$ cat src/sv/dmfm_pkg.sv
// ----------------------------------------------------------------------------
// dmfm_pkg
// Shared types and constants for the dew margin frame monitor.
// ----------------------------------------------------------------------------
package dmfm_pkg;

	localparam int MARGIN_W = 16;
	localparam int PIXEL_W  = 16;
	localparam int THRESH_W = 11;
	localparam int COUNT_W  = 32;
	localparam int CFG_W    = 11;
	localparam int CFG_IDX_W = 2;

	localparam logic signed [MARGIN_W-1:0] LOW_MARGIN_INIT = 16'sd32767;
	localparam logic signed [THRESH_W-1:0] DANGER_INIT     = 11'sd100;
	localparam logic signed [THRESH_W-1:0] WARNING_INIT    = 11'sd300;

	typedef enum logic [1:0] {
		REQ_POINT  = 2'd0,
		REQ_EMPTY  = 2'd1,
		REQ_CLEAR  = 2'd2,
		REQ_UNUSED = 2'd3
	} req_t;

	typedef enum logic [1:0] {
		LVL_OFF     = 2'd0,
		LVL_CLEAR   = 2'd1,
		LVL_WARNING = 2'd2,
		LVL_DANGER  = 2'd3
	} level_t;

	typedef enum logic [CFG_IDX_W-1:0] {
		CFG_DANGER  = 2'd0,
		CFG_WARNING = 2'd1,
		CFG_ENABLE  = 2'd2,
		CFG_NONE    = 2'd3
	} cfg_idx_t;

	localparam logic [1:0] RISK_DANGER = 2'd2;

endpackage

$ cat src/sv/dew_margin_frame_monitor_core.sv
// ----------------------------------------------------------------------------
// dew_margin_frame_monitor_core
// Frame alarm classification and session statistics over a point stream.
// ----------------------------------------------------------------------------
// Output: a frame-end word shows its result in the cycle after it is accepted.
// Throughput: one word per cycle; the only hold-off is a result register
// that is full and stalled downstream.
// Reset: thresholds go to 100 and 300, alarm enabled, statistics cleared,
// result register empty.
module dew_margin_frame_monitor_core (
	input  logic                                   clk,
	input  logic                                   arst_n,
	input  logic                                   cfg_we,
	input  logic [dmfm_pkg::CFG_IDX_W-1:0]         cfg_index,
	input  logic [dmfm_pkg::CFG_W-1:0]             cfg_data,
	input  logic                                   in_valid,
	output logic                                   in_stall,
	input  logic [1:0]                             req_type,
	input  logic signed [dmfm_pkg::MARGIN_W-1:0]   margin,
	input  logic [dmfm_pkg::PIXEL_W-1:0]           pixel,
	input  logic [1:0]                             risk,
	input  logic                                   last_point,
	output logic                                   out_valid,
	input  logic                                   out_stall,
	output logic [1:0]                             alarm_level,
	output logic [dmfm_pkg::COUNT_W-1:0]           frames_seen,
	output logic [dmfm_pkg::COUNT_W-1:0]           danger_total,
	output logic signed [dmfm_pkg::MARGIN_W-1:0]   lowest_margin,
	output logic [dmfm_pkg::PIXEL_W-1:0]           coldest_index
);

	logic signed [dmfm_pkg::THRESH_W-1:0] danger_q;
	logic signed [dmfm_pkg::THRESH_W-1:0] warning_q;
	logic                                 enable_q;

	logic                                 frame_danger_q;
	logic                                 frame_warning_q;
	logic signed [dmfm_pkg::MARGIN_W-1:0] low_margin_q;
	logic [dmfm_pkg::PIXEL_W-1:0]         cold_pixel_q;
	logic [dmfm_pkg::COUNT_W-1:0]         danger_cnt_q;
	logic [dmfm_pkg::COUNT_W-1:0]         frame_cnt_q;

	logic                                 accept;
	logic                                 is_point;
	logic                                 emit;
	logic                                 new_low;
	logic                                 pt_danger;
	logic                                 pt_warning;
	logic                                 danger_nx;
	logic                                 warning_nx;
	logic signed [dmfm_pkg::MARGIN_W-1:0] low_nx;
	logic [dmfm_pkg::PIXEL_W-1:0]         pixel_nx;
	logic [dmfm_pkg::COUNT_W-1:0]         danger_cnt_nx;
	logic [dmfm_pkg::COUNT_W-1:0]         frame_cnt_nx;
	dmfm_pkg::level_t                     level_nx;

	function automatic logic signed [dmfm_pkg::MARGIN_W-1:0] MARGIN_W_EXT(
		input logic signed [dmfm_pkg::THRESH_W-1:0] t
	);
		return dmfm_pkg::MARGIN_W'(t);
	endfunction

	// hold input while a finished result waits downstream
	assign in_stall = out_valid && out_stall;
	assign accept   = in_valid && !in_stall;
	assign is_point = (req_type == dmfm_pkg::REQ_POINT);
	assign emit     = (is_point && last_point) || (req_type == dmfm_pkg::REQ_EMPTY);

	always_comb begin
		new_low    = margin < low_margin_q;
		pt_danger  = margin <= MARGIN_W_EXT(danger_q);
		pt_warning = !pt_danger && (margin <= MARGIN_W_EXT(warning_q));

		low_nx        = low_margin_q;
		pixel_nx      = cold_pixel_q;
		danger_cnt_nx = danger_cnt_q;
		danger_nx     = frame_danger_q;
		warning_nx    = frame_warning_q;
		if (is_point) begin
			if (new_low) begin
				low_nx   = margin;
				pixel_nx = pixel;
			end
			if (risk == dmfm_pkg::RISK_DANGER) begin
				danger_cnt_nx = danger_cnt_q + 32'd1;
			end
			danger_nx  = frame_danger_q | pt_danger;
			warning_nx = frame_warning_q | pt_warning;
		end
		frame_cnt_nx = frame_cnt_q + 32'd1;

		priority if (!enable_q) begin
			level_nx = dmfm_pkg::LVL_OFF;
		end else if (danger_nx) begin
			level_nx = dmfm_pkg::LVL_DANGER;
		end else if (warning_nx) begin
			level_nx = dmfm_pkg::LVL_WARNING;
		end else begin
			level_nx = dmfm_pkg::LVL_CLEAR;
		end
	end

	always_ff @(posedge clk or negedge arst_n) begin
		if (!arst_n) begin
			danger_q  <= dmfm_pkg::DANGER_INIT;
			warning_q <= dmfm_pkg::WARNING_INIT;
			enable_q  <= 1'b1;
		end else if (cfg_we) begin
			unique case (dmfm_pkg::cfg_idx_t'(cfg_index))
				dmfm_pkg::CFG_DANGER:  danger_q  <= cfg_data;
				dmfm_pkg::CFG_WARNING: warning_q <= cfg_data;
				dmfm_pkg::CFG_ENABLE:  enable_q  <= cfg_data[0];
				default: ;
			endcase
		end
	end

	always_ff @(posedge clk or negedge arst_n) begin
		if (!arst_n) begin
			frame_danger_q  <= 1'b0;
			frame_warning_q <= 1'b0;
			low_margin_q    <= dmfm_pkg::LOW_MARGIN_INIT;
			cold_pixel_q    <= '0;
			danger_cnt_q    <= '0;
			frame_cnt_q     <= '0;
		end else if (accept) begin
			unique case (dmfm_pkg::req_t'(req_type))
				dmfm_pkg::REQ_POINT, dmfm_pkg::REQ_EMPTY: begin
					low_margin_q    <= low_nx;
					cold_pixel_q    <= pixel_nx;
					danger_cnt_q    <= danger_cnt_nx;
					// drop frame flags once the frame is reported
					frame_danger_q  <= danger_nx && !emit;
					frame_warning_q <= warning_nx && !emit;
					if (emit) begin
						frame_cnt_q <= frame_cnt_nx;
					end
				end
				dmfm_pkg::REQ_CLEAR: begin
					frame_danger_q  <= 1'b0;
					frame_warning_q <= 1'b0;
					low_margin_q    <= dmfm_pkg::LOW_MARGIN_INIT;
					cold_pixel_q    <= '0;
					danger_cnt_q    <= '0;
					frame_cnt_q     <= '0;
				end
				default: ;
			endcase
		end
	end

	always_ff @(posedge clk or negedge arst_n) begin
		if (!arst_n) begin
			out_valid <= 1'b0;
		end else if (accept && emit) begin
			out_valid <= 1'b1;
		end else if (!out_stall) begin
			out_valid <= 1'b0;
		end
	end

	always_ff @(posedge clk) begin
		if (accept && emit) begin
			alarm_level   <= level_nx;
			frames_seen   <= frame_cnt_nx;
			danger_total  <= danger_cnt_nx;
			lowest_margin <= low_nx;
			coldest_index <= pixel_nx;
		end
	end

	a_clear_resets: assert property (@(posedge clk) disable iff (!arst_n)
		accept && req_type == dmfm_pkg::REQ_CLEAR |=>
			frame_cnt_q == '0 && danger_cnt_q == '0 &&
			low_margin_q == dmfm_pkg::LOW_MARGIN_INIT && !frame_danger_q)
		else $error("session clear did not reset statistics");

	a_emit_counts: assert property (@(posedge clk) disable iff (!arst_n)
		accept && emit |=> out_valid && frames_seen == frame_cnt_q &&
			danger_total == danger_cnt_q && lowest_margin == low_margin_q)
		else $error("result does not match session statistics");

	a_flags_clear: assert property (@(posedge clk) disable iff (!arst_n)
		accept && emit |=> !frame_danger_q && !frame_warning_q)
		else $error("frame flags survived frame end");

	a_disabled_off: assert property (@(posedge clk) disable iff (!arst_n)
		accept && emit && !enable_q |=> alarm_level == dmfm_pkg::LVL_OFF)
		else $error("alarm level set while disabled");

endmodule

$ cat config.mk
export PLATFORM = sky130hd
export DESIGN_NAME = dew_margin_frame_monitor_core
export DESIGN_NICKNAME = d
export VERILOG_FILES = /design/src/sv/dmfm_pkg.sv /design/src/sv/dew_margin_frame_monitor_core.sv
export SDC_FILE = /design/constraint.sdc
export NUM_CORES = 1
export LEC_CHECK = 0
export BUFFER_PORTS_ARGS = -buffer_cell sky130_fd_sc_hd__buf_4
export CAP_MARGIN = 10
export CORE_MARGIN = 4
export CORE_UTILIZATION = 62
export CTS_BUF_LIST = sky130_fd_sc_hd__clkbuf_4 sky130_fd_sc_hd__clkbuf_8 sky130_fd_sc_hd__clkbuf_16
export CTS_CLUSTER_SIZE = 30
export DETAILED_ROUTE_END_ITERATION = 10
export MAX_ROUTING_LAYER = met4
export PLACE_DENSITY_LB_ADDON = 0.05
export SYNTH_ARGS = -nofsm -noshare
export SYNTH_HDL_FRONTEND = slang
export SYNTH_SLANG_ARGS = --single-unit
$ cat constraint.sdc
create_clock -name clk -period 6.6 [get_ports clk]
set_input_delay 0.99 -clock clk [delete_from_list [all_inputs] [get_ports clk]]
set_output_delay 0.99 -clock clk [all_outputs]
set_load 0.005 [all_outputs]
Word-level counts from Yosys, hierarchy flattened
Index checks and enable logic that the tools add are counted.
Storage, ports and cells
  flip-flop bits (word level): 220
  input port bits: 55
  output and inout bits: 100
  word-level logic and storage cells: 68
Cells by class
  add/sub/neg operators: 2
  order comparisons: 3
  equality and inequality tests: 7
  mux-type cells: 19
  bitwise logic cells: 2
  reduce and logical (&&, ||, !) cells: 20
Operators by type and width (number)
  $pmux 32 s2: 2
  $mux 32: 3
  $add 32x1->32 const B: 2
  $mux 16: 4
  $pmux 16 s2: 2
  $le 16x11->1: 2
  $lt 16x16->1: 1
  $reduce_and 2->1: 4
  $logic_and 1x1->1: 7
  $eq 2x2->1 const B: 3
  $eq 2x1->1 const B: 2
  $logic_not 2->1: 2
  $mux 1: 4
  $mux 2: 2
  $pmux 1 s2: 2
  $logic_not 1->1: 3
  $reduce_and 3->1: 1
  $ne 2x1->1 const B: 1
  $ne 2x2->1 const B: 1
  $or 1x1->1: 2
  $reduce_bool 2->1: 1
  $reduce_or 2->1: 1
  $logic_or 1x1->1: 1

Depth between registers and ports, before layout
  word-level depth: 7
  gate-level depth with buffers: 10
  depth with buffers taken out: 9

Worst setup path before layout
OpenSTA, ideal clock, no wires.
  path type: input port to flip-flop
  start point: input out_stall
  end point: register frame_cnt_q[24] (netlist bit)
  setup time: 0.076 ns
  arrival: 4.998 ns
  setup slack: 1.526 ns
  stages on the path: 7
  path buffers: 1
  cell sequence: nand2_1 -> nand2_1 -> nor2_1 -> o21ai_0 -> inv_1 -> clkbuf_1 -> a22o_1
On the way
  longest elaborated chain between the ends: 4
RTL lines
  from (decl): RTL line dew_margin_frame_monitor_core.sv:24  | input logic out_stall,
  $logic_and 1x1->1: RTL line dew_margin_frame_monitor_core.sv:64  | assign in_stall = out_valid && out_stall;
  $logic_not 1->1: RTL line dew_margin_frame_monitor_core.sv:65  | assign accept = in_valid && !in_stall;
  $logic_and 1x1->1: RTL line dew_margin_frame_monitor_core.sv:65
  $reduce_and 3->1 (no line)
  to (signal assigned): RTL line dew_margin_frame_monitor_core.sv:136  | frame_cnt_q <= frame_cnt_nx;
  to (decl): RTL line dew_margin_frame_monitor_core.sv:41  | logic [dmfm_pkg::COUNT_W-1:0] frame_cnt_q;
No other way between the ends.
A chain may end at the register's enable or synchronous reset.

Worst setup path in the final report
  start point: input margin[15] (netlist bit)
  end point: register lowest_margin[7] (netlist bit), data pin
On the way
  longest elaborated chain between the ends: 3
RTL lines
  from (decl): RTL line dew_margin_frame_monitor_core.sv:19  | input logic signed [dmfm_pkg::MARGIN_W-1:0] margin,
  $lt 16x16->1: RTL line dew_margin_frame_monitor_core.sv:70  | new_low = margin < low_margin_q;
  $mux 16: RTL line dew_margin_frame_monitor_core.sv:80  | if (new_low) begin
  $mux 16: RTL line dew_margin_frame_monitor_core.sv:79  | if (is_point) begin
  net low_nx (one bit): RTL line dew_margin_frame_monitor_core.sv:51  | logic signed [dmfm_pkg::MARGIN_W-1:0] low_nx;
  to (signal assigned): RTL line dew_margin_frame_monitor_core.sv:167  | lowest_margin <= low_nx;
  to (decl): RTL line dew_margin_frame_monitor_core.sv:28  | output logic signed [dmfm_pkg::MARGIN_W-1:0] lowest_margin,
The timed path passes the listed nets, and every way through them passes these cells.

==> results.yml <==
setup_path:
  rrSetupSlack_ns: 2.79
  end_kind: "flip-flop"
  required_ns: 6.85
  critical_path_class: "input pin to flip-flop"
  start_kind: "input pin"
  crit_path_max_fanout: 32
  rr_startpoint: "low_margin_q[14]"
  arrival_ns: 4.23
  rr_worst_depth: 9
  reg2reg_to: "lowest_margin[7]"
logic_synthesis:
  synthXorXnorAreaFrac: 0.05101
  ys.flop_type: "dfrtp_1"
  netlist_area_um2: 10790
  netlist_instances: 955
  synth_simple_gate_area_frac: 0.1167
  synthArstFlopShare: 0.5545
  synth_cell_types: 57
  synth_edf_count: 98
  synth_nets: 1059
  synth.area.mux_share: 0.03431
  synth_top_family_by_area: "compound AO/OA/AOI/OAI gates"
  synth_compound_area_frac: 0.1485
  synth.yosys.seq_area_share: 0.5582
  yosysWarnings: 0
  avgSynthCellArea_um2: 11.30
  synth_seq_cells: 220
  synth_adder_area_share: 0.05681
status:
  status: "finished clean"
cts:
  cts.sinks: 220
  cts_buffers: 24
  cts_tree: "yes"
  clock_latency_ns: 0.50
  hold_buffers: 0
  cts_buffer_depth: 3
  ctsResizeCount: 0
  clock-root-buffer: "clkbuf_16"
  cts_htree_levels: 1
  clkTransAtPathRegs_ns: 0.06
  post_cts_buffers: 0
sta:
  fmax_mhz: 251.5
  finalSetupTns_ns: 0
  setup_ws_ns: 2.624
  setup_viol: 0
  slew_headroom: 0.2440
  tightest_slew_ns: 1.134
  clock-skew-final_ns: 0.008561
  finalHoldViolations: 0
  post-route-min-period_ns: 3.976
  finalCritPeriodShare: 0.6024
  finalMaxSlewViolations: 0
  rsz0062_at_grt: "no"
layout:
  final_util: 0.7695
  n_fill_cell: 1134
  nNetsFinal: 1201
  seqCellArea_um2: 6025
  layout_commonest_cell: "buf_4"
  multi_input_area_um2: 4417
  diodes: 0
  fin_cells: 1335
  final_cell_mix: "161 x buf_4, 114 x nand2_1, 99 x dfrtp_1"
  drive_gt1_frac: 0.2448
  area_growth_pct: 19.92
floorplanning:
  core-area_um2: 16820
  io_pins: 155
  start_util: 0.6417
  die_y_um: 139.9
  die_area_um2: 19580
  dieWidth_um: 139.9
  fp-row-count: 47
placement:
  gp_congestion: 0.8209
  placedCellCount: 1291
  port_buffers: 154
  place_ws_ns: 2.103
  dp_hpwl_um: 15500
power_and_ir_drop:
  power_density_nw_per_um2: 258.7
  power_w: 0.003349
  p_leak_nw: 6.022
  ir_drop_uv: 259.8
worst_hold_path:
  whs_endpoint: "low_margin_q[1]"
  holdCritPathClass: "flip-flop to flip-flop"
  hold_depth: 2
  hold_path.startpoint: "low_margin_q[1]"
global_routing:
  antenna_found_initial: 0
  grt_max_degree: 92
  grt_pass1_vias: 7861
  grt_overflow_total: 0
  grt_pass1_wl_um: 38690
  gr-usage-all-layers: 0.2426
detailed_routing:
  drt_iter0_markers: 558
  first_pass_iters: 5
  vias: 7820
  drc: 0
  postRouteAntennaNets: 0
  wl_per_cell_um: 17.41
  wl_um: 23250
  via_per_inst: 5.858
job:
  cap_violations: 0
==> final cells by class <==
class / instances / area share
Tap cell: 220 / 0.02127
Timing Repair Buffer: 161 / 0.09339
Clock buffer: 27 / 0.04998
Clock inverter: 17 / 0.01479
Sequential cell: 220 / 0.4655
Multi-Input combinational cell: 643 / 0.3413
Inverter: 47 / 0.01382
==> flip-flops by register name (all words and copies together) (netlist names), 2 cells and up <==
name           count
cold_pixel_q      16
coldest_index     16
warning_q         11
frame_cnt_q       32
lowest_margin     16
alarm_level        2
danger_total      32
frames_seen       32
danger_cnt_q      32
low_margin_q      16
danger_q          11
==> cells in the mapped netlist, types with 29 or more instances <==
master / n / area (µm²)
nand2_1: 114 / 427.9
dfrtp_1: 99 / 2477
edfxtp_1: 98 / 2943
o21ai_0: 76 / 380.4
ha_1: 49 / 613.1
inv_1: 47 / 176.4
nor2_1: 39 / 146.4
xnor2_1: 37 / 324.1
a21o_1: 34 / 255.2
and3_1: 33 / 206.5
clkbuf_1: 33 / 123.9
o31ai_1: 33 / 247.7
a21oi_1: 31 / 155.2
nand3_1: 29 / 145.1
==> cell families (layout without fill, tap and decap cells) <==
family,Yosys count,count (layout)
flops,220,220
fa+ha+maj,49,49
simple gates,262,262
xor+xnor,62,62
buf+inv,92,252
compound gates,241,241
mux,29,29
==> worst max path at each step <==
| stage | startpoint | end |
|---|---|---|
| after global routing | margin[15] | lowest_margin[14] |
| after floorplan | out_stall | frame_cnt_q[24] |
| after global placement | margin[15] | lowest_margin[8] |
| final | margin[15] | lowest_margin[7] |
| after detailed placement | margin[15] | lowest_margin[4] |
| after CTS | margin[15] | lowest_margin[13] |
==> per-stage QoR <==
stage          hold slack, ns  cell area, µm²
2_1_floorplan          0.4608           10790
3_3_place_gp           0.4765           12100
3_5_place_dp           0.4793           12100
4_1_cts                0.4882           12940
5_1_grt                0.5037           12940
6_report               0.4903           12940
==> layer usage <==
metal  global-route usage  routed length [µm]  part of all wire  up-vias
met5                    -                   0                 0        -
met4              0.06680                 448             0.019        0
met3              0.02761                1133             0.049       36
met2               0.3963               11410              0.49      222
met1               0.3278               10260              0.44     3815
li1                     -                   -                 -     3747
==> power by group <==
part           switching (W)  internal [W]  leakage, nW
registers          0.0000364       0.00152         2.54
clock network       0.000537      0.000862        0.424
logic               0.000221      0.000174         3.06
total               0.000794       0.00256         6.02
==> worst max-delay path, cell delays in order <==
cell and delay, ns:
buf_4 0.13, ha_1 0.40, nand4_1 0.14, or3_1 0.42, o22ai_1 0.22, a211oi_4 0.09
xnor2_2 0.61, nand2_2 0.70, mux2_4 0.51
Power figures use the tool's default switching activity.
